### src/sv/fcd_pkg.sv
// Shared types, constants and codes for the fixed CAN frame deframer.
`default_nettype none
package fcd_pkg;

  localparam int FRAME_BYTES = 20;
  localparam int POS_W       = 5;
  localparam int CFG_IDX_W   = 8;

  localparam logic [POS_W-1:0] POS_START     = POS_W'(0);
  localparam logic [POS_W-1:0] POS_HEADER    = POS_W'(1);
  localparam logic [POS_W-1:0] POS_TYPE      = POS_W'(2);
  localparam logic [POS_W-1:0] POS_FTYPE     = POS_W'(3);
  localparam logic [POS_W-1:0] POS_FORMAT    = POS_W'(4);
  localparam logic [POS_W-1:0] POS_ID_FIRST  = POS_W'(5);
  localparam logic [POS_W-1:0] POS_ID_LAST   = POS_W'(8);
  localparam logic [POS_W-1:0] POS_LENGTH    = POS_W'(9);
  localparam logic [POS_W-1:0] POS_DATA_LAST = POS_W'(17);
  localparam logic [POS_W-1:0] POS_CHECKSUM  = POS_W'(FRAME_BYTES - 1);
  localparam logic [POS_W-1:0] POS_MAX       = POS_W'(31);

  localparam logic [7:0] MAX_LENGTH_CODE = 8'd8;
  localparam logic [28:0] STD_ID_MASK = 29'h7FF;

  localparam logic [2:0] STATUS_OK         = 3'd0;
  localparam logic [2:0] STATUS_BAD_LENGTH = 3'd1;
  localparam logic [2:0] STATUS_BAD_HEADER = 3'd2;
  localparam logic [2:0] STATUS_BAD_DLC    = 3'd3;
  localparam logic [2:0] STATUS_BAD_SUM    = 3'd4;

  localparam logic [CFG_IDX_W-1:0] REG_START_VALUE    = CFG_IDX_W'(0);
  localparam logic [CFG_IDX_W-1:0] REG_HEADER_VALUE   = CFG_IDX_W'(1);
  localparam logic [CFG_IDX_W-1:0] REG_RESERVED_VALUE = CFG_IDX_W'(2);
  localparam logic [CFG_IDX_W-1:0] REG_STD_TYPE_CODE  = CFG_IDX_W'(3);

  typedef struct packed {
    logic [7:0] start_value;
    logic [7:0] header_value;
    logic [7:0] reserved_value;
    logic [7:0] standard_type_code;
  } cfg_t;

  typedef struct packed {
    logic [POS_W-1:0] pos;
    logic [7:0]       sum;
    logic             header_good;
    logic [7:0]       type_code;
    logic [7:0]       frame_type_code;
    logic [7:0]       format_code;
    logic [28:0]      ident;
    logic [7:0]       length_code;
    logic [63:0]      payload;
    logic [7:0]       checksum;
  } frame_t;

  typedef struct packed {
    logic [2:0]  status;
    logic [7:0]  type_code;
    logic [7:0]  frame_type_code;
    logic [7:0]  format_code;
    logic [28:0] can_identifier;
    logic [7:0]  length_code;
    logic [63:0] payload;
    logic [7:0]  received_checksum;
  } result_t;

endpackage
`default_nettype wire

### src/sv/fcd_ifs.sv
// Byte input and result output channel interfaces.
`default_nettype none
interface fcd_byte_if;
  logic       valid;
  logic       ready;
  logic [7:0] byte_value;
  logic       last_byte;
  modport source (output valid, output byte_value, output last_byte, input ready);
  modport sink   (input valid, input byte_value, input last_byte, output ready);
endinterface

interface fcd_result_if;
  logic        valid;
  logic        ready;
  logic [2:0]  status;
  logic [7:0]  type_code;
  logic [7:0]  frame_type_code;
  logic [7:0]  format_code;
  logic [28:0] can_identifier;
  logic [7:0]  length_code;
  logic [63:0] payload;
  logic [7:0]  received_checksum;
  modport source (output valid, output status, output type_code, output frame_type_code,
                  output format_code, output can_identifier, output length_code,
                  output payload, output received_checksum, input ready);
  modport sink   (input valid, input status, input type_code, input frame_type_code,
                  input format_code, input can_identifier, input length_code,
                  input payload, input received_checksum, output ready);
endinterface
`default_nettype wire

### src/sv/fixed_can_frame_deframer_unit.sv
// The closing byte passes the input register, then the result register.
// Throughput: one byte per cycle unless a closing byte stalls; the input and
// result registers are parted so bytes keep flowing while a result waits.
// A closing byte stalls only while the result register holds an untaken result.
// Reset (rst, synchronous): config returns to defaults, frame state clears,
// no request pending on either channel.
`default_nettype none
module fixed_can_frame_deframer_unit
  import fcd_pkg::*;
(
  input  wire logic                 clk,
  input  wire logic                 rst,
  input  wire logic                 cfg_we,
  input  wire logic [CFG_IDX_W-1:0] cfg_index,
  input  wire logic [7:0]           cfg_data,
  fcd_byte_if.sink                  byte_ch,
  fcd_result_if.source              result_ch
);

  cfg_t    cfg;
  logic    s1_valid;
  logic    [7:0] s1_byte;
  logic    s1_last;
  logic    s1_adv;
  frame_t  taken;
  result_t result;
  result_t out_reg;
  logic    out_valid;

  always_ff @(posedge clk) begin
    if (rst) begin
      cfg.start_value        <= 8'd170;
      cfg.header_value       <= 8'd85;
      cfg.reserved_value     <= 8'd0;
      cfg.standard_type_code <= 8'd1;
    end else if (cfg_we) begin
      unique case (cfg_index)
        REG_START_VALUE:    cfg.start_value        <= cfg_data;
        REG_HEADER_VALUE:   cfg.header_value       <= cfg_data;
        REG_RESERVED_VALUE: cfg.reserved_value     <= cfg_data;
        REG_STD_TYPE_CODE:  cfg.standard_type_code <= cfg_data;
        default: ;
      endcase
    end
  end

  assign s1_adv = s1_valid && (!s1_last || !out_valid || result_ch.ready);
  assign byte_ch.ready = !s1_valid || s1_adv;

  always_ff @(posedge clk) begin
    if (rst) begin
      s1_valid <= 1'b0;
    end else if (byte_ch.ready) begin
      s1_valid <= byte_ch.valid;
    end
  end

  always_ff @(posedge clk) begin
    if (byte_ch.ready && byte_ch.valid) begin
      s1_byte <= byte_ch.byte_value;
      s1_last <= byte_ch.last_byte;
    end
  end

  fcd_frame_acc u_acc (
    .clk        (clk),
    .rst        (rst),
    .advance    (s1_adv),
    .byte_value (s1_byte),
    .last_byte  (s1_last),
    .cfg        (cfg),
    .taken      (taken)
  );

  fcd_result u_result (
    .taken  (taken),
    .cfg    (cfg),
    .result (result)
  );

  always_ff @(posedge clk) begin
    if (rst) begin
      out_valid <= 1'b0;
    end else if (s1_adv && s1_last) begin
      out_valid <= 1'b1;
    end else if (result_ch.ready) begin
      out_valid <= 1'b0;
    end
  end

  always_ff @(posedge clk) begin
    if (s1_adv && s1_last) out_reg <= result;
  end

  assign result_ch.valid             = out_valid;
  assign result_ch.status            = out_reg.status;
  assign result_ch.type_code         = out_reg.type_code;
  assign result_ch.frame_type_code   = out_reg.frame_type_code;
  assign result_ch.format_code       = out_reg.format_code;
  assign result_ch.can_identifier    = out_reg.can_identifier;
  assign result_ch.length_code       = out_reg.length_code;
  assign result_ch.payload           = out_reg.payload;
  assign result_ch.received_checksum = out_reg.received_checksum;

endmodule
`default_nettype wire

### src/sv/fcd_frame_acc.sv
// Frame accumulator: byte position, running sum, header check and field capture.
`default_nettype none
module fcd_frame_acc
  import fcd_pkg::*;
(
  input  wire logic       clk,
  input  wire logic       rst,
  input  wire logic       advance,
  input  wire logic [7:0] byte_value,
  input  wire logic       last_byte,
  input  wire cfg_t       cfg,
  output frame_t          taken
);

  frame_t frame;
  frame_t frame_next;
  logic [POS_W-1:0] id_off;
  logic [POS_W-1:0] data_off;

  assign id_off   = frame.pos - POS_ID_FIRST;
  assign data_off = frame.pos - POS_LENGTH - POS_W'(1);

  always_comb begin
    taken = frame;
    if ((frame.pos >= POS_TYPE) && (frame.pos <= POS_DATA_LAST)) begin
      taken.sum = frame.sum + byte_value;
    end
    priority if (frame.pos == POS_START) begin
      if (byte_value != cfg.start_value) taken.header_good = 1'b0;
    end else if (frame.pos == POS_HEADER) begin
      if (byte_value != cfg.header_value) taken.header_good = 1'b0;
    end else if (frame.pos == POS_TYPE) begin
      taken.type_code = byte_value;
    end else if (frame.pos == POS_FTYPE) begin
      taken.frame_type_code = byte_value;
    end else if (frame.pos == POS_FORMAT) begin
      taken.format_code = byte_value;
    end else if (frame.pos < POS_ID_LAST) begin
      taken.ident[8*id_off[1:0] +: 8] = byte_value;
    end else if (frame.pos == POS_ID_LAST) begin
      taken.ident[28:24] = byte_value[4:0];
    end else if (frame.pos == POS_LENGTH) begin
      taken.length_code = byte_value;
    end else if (frame.pos <= POS_DATA_LAST) begin
      taken.payload[8*data_off[2:0] +: 8] = byte_value;
    end else if (frame.pos == POS_CHECKSUM) begin
      taken.checksum = byte_value;
    end else begin
      taken.sum = taken.sum;
    end
  end

  always_comb begin
    frame_next = taken;
    if (frame.pos != POS_MAX) frame_next.pos = frame.pos + POS_W'(1);
  end

  always_ff @(posedge clk) begin
    if (rst || (advance && last_byte)) begin
      frame <= '{header_good: 1'b1, default: '0};
    end else if (advance) begin
      frame <= frame_next;
    end
  end

endmodule
`default_nettype wire

### src/sv/fcd_result.sv
// Status checks and result field selection for a closed frame.
`default_nettype none
module fcd_result
  import fcd_pkg::*;
(
  input  wire frame_t taken,
  input  wire cfg_t   cfg,
  output result_t     result
);

  logic [7:0] expect_sum;
  logic [2:0] status;

  assign expect_sum = taken.sum + cfg.reserved_value;

  always_comb begin
    priority if (taken.pos != POS_CHECKSUM) status = STATUS_BAD_LENGTH;
    else if (!taken.header_good)            status = STATUS_BAD_HEADER;
    else if (taken.length_code > MAX_LENGTH_CODE) status = STATUS_BAD_DLC;
    else if (taken.checksum != expect_sum)  status = STATUS_BAD_SUM;
    else                                    status = STATUS_OK;
  end

  always_comb begin
    result = '0;
    result.status = status;
    if ((status != STATUS_BAD_LENGTH) && (status != STATUS_BAD_HEADER)) begin
      result.type_code         = taken.type_code;
      result.frame_type_code   = taken.frame_type_code;
      result.format_code       = taken.format_code;
      result.can_identifier    = (taken.frame_type_code == cfg.standard_type_code) ?
                                 (taken.ident & STD_ID_MASK) : taken.ident;
      result.length_code       = taken.length_code;
      result.payload           = taken.payload;
      result.received_checksum = taken.checksum;
    end
  end

endmodule
`default_nettype wire

### src/flat_wrapper.sv
// flat-port wrapper written by rule: the top's interface ports become plain ports
module fixed_can_frame_deframer_unit_flat import fcd_pkg::*;
  (clk, rst, cfg_we, cfg_index, cfg_data, byte_ch_valid, byte_ch_byte_value, byte_ch_last_byte, byte_ch_ready, result_ch_valid, result_ch_status, result_ch_type_code, result_ch_frame_type_code, result_ch_format_code, result_ch_can_identifier, result_ch_length_code, result_ch_payload, result_ch_received_checksum, result_ch_ready);
  fcd_byte_if byte_ch_i ();
  fcd_result_if result_ch_i ();
  input  wire logic clk;
  input  wire logic rst;
  input  wire logic cfg_we;
  input  wire logic [CFG_IDX_W-1:0] cfg_index;
  input  wire logic [7:0] cfg_data;
  input wire logic [$bits(byte_ch_i.valid)-1:0] byte_ch_valid;
  input wire logic [$bits(byte_ch_i.byte_value)-1:0] byte_ch_byte_value;
  input wire logic [$bits(byte_ch_i.last_byte)-1:0] byte_ch_last_byte;
  output wire logic [$bits(byte_ch_i.ready)-1:0] byte_ch_ready;
  output wire logic [$bits(result_ch_i.valid)-1:0] result_ch_valid;
  output wire logic [$bits(result_ch_i.status)-1:0] result_ch_status;
  output wire logic [$bits(result_ch_i.type_code)-1:0] result_ch_type_code;
  output wire logic [$bits(result_ch_i.frame_type_code)-1:0] result_ch_frame_type_code;
  output wire logic [$bits(result_ch_i.format_code)-1:0] result_ch_format_code;
  output wire logic [$bits(result_ch_i.can_identifier)-1:0] result_ch_can_identifier;
  output wire logic [$bits(result_ch_i.length_code)-1:0] result_ch_length_code;
  output wire logic [$bits(result_ch_i.payload)-1:0] result_ch_payload;
  output wire logic [$bits(result_ch_i.received_checksum)-1:0] result_ch_received_checksum;
  input wire logic [$bits(result_ch_i.ready)-1:0] result_ch_ready;
  assign byte_ch_i.valid = byte_ch_valid;
  assign byte_ch_i.byte_value = byte_ch_byte_value;
  assign byte_ch_i.last_byte = byte_ch_last_byte;
  assign byte_ch_ready = byte_ch_i.ready;
  assign result_ch_valid = result_ch_i.valid;
  assign result_ch_status = result_ch_i.status;
  assign result_ch_type_code = result_ch_i.type_code;
  assign result_ch_frame_type_code = result_ch_i.frame_type_code;
  assign result_ch_format_code = result_ch_i.format_code;
  assign result_ch_can_identifier = result_ch_i.can_identifier;
  assign result_ch_length_code = result_ch_i.length_code;
  assign result_ch_payload = result_ch_i.payload;
  assign result_ch_received_checksum = result_ch_i.received_checksum;
  assign result_ch_i.ready = result_ch_ready;
  fixed_can_frame_deframer_unit u_core (.clk(clk), .rst(rst), .cfg_we(cfg_we), .cfg_index(cfg_index), .cfg_data(cfg_data), .byte_ch(byte_ch_i), .result_ch(result_ch_i));
endmodule
### config.mk
export PLATFORM = sky130hd
export DESIGN_NAME = fixed_can_frame_deframer_unit_flat
export DESIGN_NICKNAME = d
export VERILOG_FILES = /design/src/sv/fcd_pkg.sv /design/src/sv/fcd_ifs.sv /design/src/sv/fixed_can_frame_deframer_unit.sv /design/src/sv/fcd_frame_acc.sv /design/src/sv/fcd_result.sv /design/src/flat_wrapper.sv
export SDC_FILE = /design/constraint.sdc
export NUM_CORES = 1
export LEC_CHECK = 0
export ABC_AREA = 0
export CAP_MARGIN = 20
export CORE_MARGIN = 5
export CORE_UTILIZATION = 55
export DETAILED_ROUTE_END_ITERATION = 10
export DONT_BUFFER_PORTS = 1
export PLACE_DENSITY = 0.68
export SLEW_MARGIN = 20
export SYNTH_ARGS = -nofsm -noshare
export SYNTH_HDL_FRONTEND = slang
export SYNTH_HIERARCHICAL = 1
export SYNTH_SLANG_ARGS = --single-unit
### constraint.sdc
create_clock -name clk -period 19.6 [get_ports clk]
set_input_delay 0.98 -clock clk [delete_from_list [all_inputs] [get_ports clk]]
set_output_delay 0.98 -clock clk [all_outputs]
set_load 0.02 [all_outputs]
; Word-level counts from Yosys, hierarchy flattened
; Index checks and enable logic that the tools add are counted.
[totals]
ff_bits = 326
out_inout_bits = 138
elab_cells = 114
input_bits = 30
[classes]
eq_ne = 18
bitwise = 1
n_lt_le_gt_ge = 4
reduce_logical = 21
n_mux = 31
shifts = 4
add_sub_neg = 8
[ops]
columns = operator, count
row1 = $mux 133, 2
row2 = $mux 80, 2
row3 = $mux 125, 1
row4 = $mux 117, 1
row5 = $mux 109, 1
row6 = $mux 72, 1
row7 = $bwmux 64, 1
row8 = $mux 64, 1
row9 = $shift 8x34->64 const A, 1
row10 = $shiftx 8x34->64, 1
row11 = $mux 8, 7
row12 = $neg 5->34, 1
row13 = $neg 6->34, 1
row14 = $shift 8x34->29 const A, 1
row15 = $shiftx 8x34->29, 1
row16 = $bwmux 29, 1
row17 = $mux 24, 1
row18 = $ne 8x8->1, 3
row19 = $add 8x8->8, 2
row20 = $eq 8x2->1 const B, 2
row21 = $mux 3, 4
row22 = $eq 5x2->1 const B, 2
row23 = $eq 5x4->1 const B, 2
row24 = $mux 5, 2
row25 = other kinds (25), 45

; Depth between registers and ports, before layout
[logic_depth]
word_depth = 23
mapped_depth = 16
mapped_depth_nobuf = 14

; Hierarchy
; Netlist, hierarchy kept.
[by_module_without_submodules]
columns = module, cells_per_inst, instances, seq_area_each_um2, area_each_um2
row1 = fcd_frame_acc, 980, 1, 2942.8, 8425.6
row2 = fixed_can_frame_deframer_unit, 283, 1, 5034.8, 5799.3
row3 = fcd_result, 211, 1, 0.0, 1478.9

; Worst setup path before layout
; Ideal clock, no wire load.
[synth_path]
path_type = input port to flip-flop
start = input result_ch_ready
end = register u_core.out_reg (netlist bit u_core/result_ch.can_identifier[0]), enable pin
slack_ns = 12.247
setup_ns = 0.634
arrival_time_ns = 6.719
cell_stages = 2
t_required_ns = 18.966
n_path_buf = 0
path_cell_list = nor2b_1 -> nor2_1
[synth_via]
elab_chain_cells = 3
[synth_rtl]
columns = item, line
row1 = "start, declared", flat_wrapper.sv:24  ; input wire logic [$bits(result_ch_i.ready)-1:0] result_ch_ready;
row2 = $logic_or 1x1->1, fixed_can_frame_deframer_unit.sv:47  ; assign s1_adv = s1_valid && (!s1_last || !out_valid || result_ch.ready);
row3 = $logic_and 1x1->1, fixed_can_frame_deframer_unit.sv:47
row4 = $logic_and 1x1->1, fixed_can_frame_deframer_unit.sv:92  ; if (s1_adv && s1_last) out_reg <= result;
row5 = "end signal, assigned", fixed_can_frame_deframer_unit.sv:92
row6 = "end, declared", fixed_can_frame_deframer_unit.sv:27  ; result_t out_reg;
; Every way passes these cells.
; A chain may end at the register's enable or synchronous reset.

==> flow_metrics.py <==
metrics = {
    "sta": {
        "min_period_over_period_pct": 24.0,
        "hold_viol": 0,
        "slew-limit-headroom_pct": 30.7,
        "setup_viol": 0,
        "rsz0062_at_grt": "no",
        "worstMarginPinSlew_ns": 1.04,
        "fmax_ghz": 0.212,
        "finalCriticalPeriod_ns": 4.71,
        "slew_violations": 0,
        "final.setup.tns_ns": 0,
        "skew_ns": 0.0134,
    },
    "setup_path": {
        "worstReg2RegStart": "u_core/u_acc/taken[142]",
        "worstSetupPathType": "flop to flop",
        "crit_arrival_ns": 4.95,
        "path_buf_inv": 0,
        "critPathSlowestCell": "o21ai_2",
        "crit_path_start_kind": "flop",
        "critPathRequiredTime_ns": 19.84,
        "endpoint": "u_core/result_ch.status[2]",
        "path_delay_family": "compound AO/OA/AOI/OAI gates",
        "worst-path-max-fanout": 24,
        "cp-startpoint": "u_core/u_acc/taken[142]",
        "crit_top_cell": "ha_1",
        "regToRegEndpoint": "u_core/result_ch.status[2]",
        "reg2regPathDepth": 12,
        "cp.depth": 12,
        "crit_path_max_incr_delay_ns": 0.78,
        "r2r_setup_slack_ns": 14.89,
        "crit_path_cell_trace": "ha_1 -> nor2b_1 -> o21ai_2 -> and2_1 -> mux2_2 -> ha_1 -> fa_1 -> a21o_1 -> a21oi_1 -> xnor2_1 -> nor4_1 -> a41oi_1",
        "cp-end-kind": "flop",
    },
    "floorplan": {
        "fp.dieH_um": 179,
        "die_x_um": 179,
        "num_rows": 61,
        "die_area_um2": 32000,
        "coreArea_um2": 28000,
        "start_util_pct": 56.1,
        "io-pin-count": 168,
    },
    "finish": {
        "stdcell_count": 1831,
        "layout_commonest_cell": "dfxtp_1",
        "nets": 1484,
        "final_cell_mix": "dfxtp_1, nor2_1, edfxtp_1, and2_1, mux2i_1",
        "syn_to_final_growth_pct": 8.03,
        "fillers": 2361,
        "num_antenna_cells": 0,
        "drive_above_1_share_pct": 14.5,
    },
    "yosys": {
        "synthCells": 1474,
        "synth.distinct_cells": 66,
        "yosysWarnings": 6,
        "synth_edf_count": 145,
        "avgSynthCellArea_um2": 10.7,
        "synth_flop_cell": "dfxtp_1",
        "syn_area_um2": 15700,
        "ys_async_sr_fraction_pct": 0,
        "ys_seq_elements": 326,
        "yosysSeqAreaShare_pct": 50.8,
        "synth_fp_nets": 1531,
    },
    "placement": {
        "dp_hpwl_um": 23600,
        "port_buffers": 0,
        "globalplace.congestion": 0.847,
        "dpl.cell_count": 1768,
    },
    "global_route": {
        "grt_max_degree": 82,
        "first_global_vias": 10000,
        "overflow": 0,
        "grt_usage_pct": 22.3,
        "antenna_found_initial": 0,
        "grt_pass1_wl_um": 56400,
    },
    "clock_network": {
        "cts_setup_buffers": 0,
        "clock_sink_count": 326,
        "cts_max_level": 2,
        "tritoncts": "yes",
        "root_buffer": "clkbuf_16",
        "clk_latency_ns": 0.51,
        "clkTransAtPathRegs_ns": 0.06,
        "ctsHoldBuffers": 0,
        "clk_path_buf_depth": 3,
        "cts_buffers": 35,
        "cts-resized-gates": 0,
    },
    "drt": {
        "drtAntennaViolNets": 0,
        "drt_iter0_drc": 719,
        "drt-vias-per-instance": 5.71,
        "drc": 0,
        "routedWlPerCell_um": 19.7,
        "postRouteWirelength_um": 36100,
        "num_vias": 10400,
        "drtPass1Iterations": 5,
    },
    "pwr": {
        "p_per_area_nw_per_um2": 83.8,
        "ir_drop_uv": 59.5,
        "p_leak_nw": 6.43,
    },
    "worst_hold_path": {
        "min_path_type": "flop to flop",
    },
    "flow_run": {
        "maxCapViolCount": 0,
    },
    "outcome": {
        "status": "finished clean",
    },
}
==> through the flow <==
| step | cell area, um2 | power, mW | utilization, % | hold WS (ns) | setup WS [ns] |
|---|---|---|---|---|---|
| final | 17000 | 1.42 | 60.6 | 0.453 | 14.89 |
| after global routing | 17000 | 1.48 | 60.6 | 0.471 | 14.59 |
| after CTS | 17000 | 1.44 | 60.6 | 0.454 | 14.95 |
| after detailed placement | 15900 | 0.813 | 56.7 | 0.446 | 14.95 |
| after global placement | 15900 | 0.812 | 56.6 | 0.437 | 15.04 |
| after floorplan | 15700 | 0.795 | - | 0.431 | 12.25 |
==> tightest hold or removal path, stage by stage, from the launching register on <==
cell and delay, ns:
dfxtp_1 0.31, nand2_1 0.05, a21oi_1 0.05
==> synth_stat cells (3+ instances only) <==
cell type | instances | area (um2)
and3_1 | 13 | 81.3
and2_1 | 121 | 757
a21o_1 | 5 | 37.5
o31ai_1 | 3 | 22.5
o21a_1 | 5 | 37.5
nand3_1 | 44 | 220
buf_2 | 14 | 70.1
or3_1 | 4 | 25.0
a211oi_1 | 3 | 22.5
and2_2 | 9 | 67.6
o2111ai_1 | 3 | 26.3
nand4_1 | 9 | 56.3
o21ai_0 | 49 | 245
nand4b_1 | 5 | 43.8
a21oi_1 | 63 | 315
a2111oi_4 | 6 | 165
mux2i_1 | 116 | 1160
clkbuf_1 | 70 | 263
nor2_1 | 179 | 672
o21bai_1 | 3 | 22.5
buf_4 | 5 | 37.5
dfxtp_1 | 181 | 3620
xor2_1 | 13 | 114
mux2_2 | 101 | 1140
nand2b_1 | 43 | 269
buf_1 | 3 | 11.3
inv_1 | 12 | 45.0
buf_6 | 6 | 67.6
nor3_1 | 17 | 85.1
nor2b_1 | 12 | 75.1
and2_4 | 10 | 87.6
xnor2_1 | 33 | 289
ha_1 | 25 | 313
mux2_1 | 6 | 67.6
nand2_1 | 90 | 338
edfxtp_1 | 145 | 4350
nor3b_1 | 5 | 37.5
o211ai_1 | 6 | 45.0
==> per-layer routing <==
metal	global-route usage (%)	part of all wire (%)	routed length, um	vias up
met5	0	0	0	-
met1	31.8	46	16500	5050
met3	3.96	5.6	2030	62
met2	35.1	46	16700	298
li1	-	-	-	5037
met4	6.40	2.6	930	0
==> report_power, final <==
group	internal, mW	switching [mW]	total [mW]
combinational	0.0184	0.0488	0.0672
sequential	0.718	0.0139	0.731
clock	0.367	0.257	0.624
==> cell type report <==
class                           instances  area [um2]  share of cell area, %
Inverter                               13        48.8                  0.288
Sequential cell                       326        7980                   47.0
Clock inverter                          9        47.5                  0.280
Multi-Input combinational cell       1036        7260                   42.8
Tap cell                              378         473                   2.79
Clock buffer                           54        1040                   6.15
Timing Repair Buffer                   15         113                  0.664
==> worst min path at each step <==
stage,start,end,slack [ns],cells after the start
after floorplan,u_core/u_acc/frame[133],u_core/u_acc/frame[133],0.43,1
after global placement,u_core/u_acc/frame[10],u_core/u_acc/frame[10],0.44,2
after detailed placement,u_core/u_acc/frame[11],u_core/u_acc/frame[11],0.45,2
after CTS,u_core/u_acc/frame[11],u_core/u_acc/frame[11],0.45,2
after global routing,u_core/u_acc/frame[12],u_core/u_acc/frame[12],0.47,2
final,u_core/u_acc/frame[11],u_core/u_acc/frame[11],0.45,2
==> logic make-up after synthesis <==
logic type | count (synthesis) | synth area share (%)
AND/OR/NAND/NOR | 578 | 19.2
XOR/XNOR | 46 | 2.57
adder cells (fa/ha/maj) | 27 | 2.25
flip-flops | 326 | 50.8
AO/OA/AOI/OAI | 162 | 6.96
multiplexers | 223 | 15.1
buffers and inverters | 112 | 3.20
==> sequential cells by signal, summed over array words and instances, names as in the netlist <==
register                            flops
u_core/result_ch.received_checksum      8
u_core/result_ch.can_identifier        29
u_core/result_ch.length_code            8
u_core/result_ch.status                 3
u_core/s1_last                          1
u_core/result_ch.payload               64
u_core/result_ch.format_code            8
u_core/u_acc/taken                      5
u_core/result_ch.valid                  1
u_core/result_ch.frame_type_code        8
u_core/s1_byte                          8
u_core/result_ch.type_code              8
u_core/cfg                             32
u_core/u_acc/frame                    142
u_core/s1_valid                         1
(Power assumes the default switching activity.)
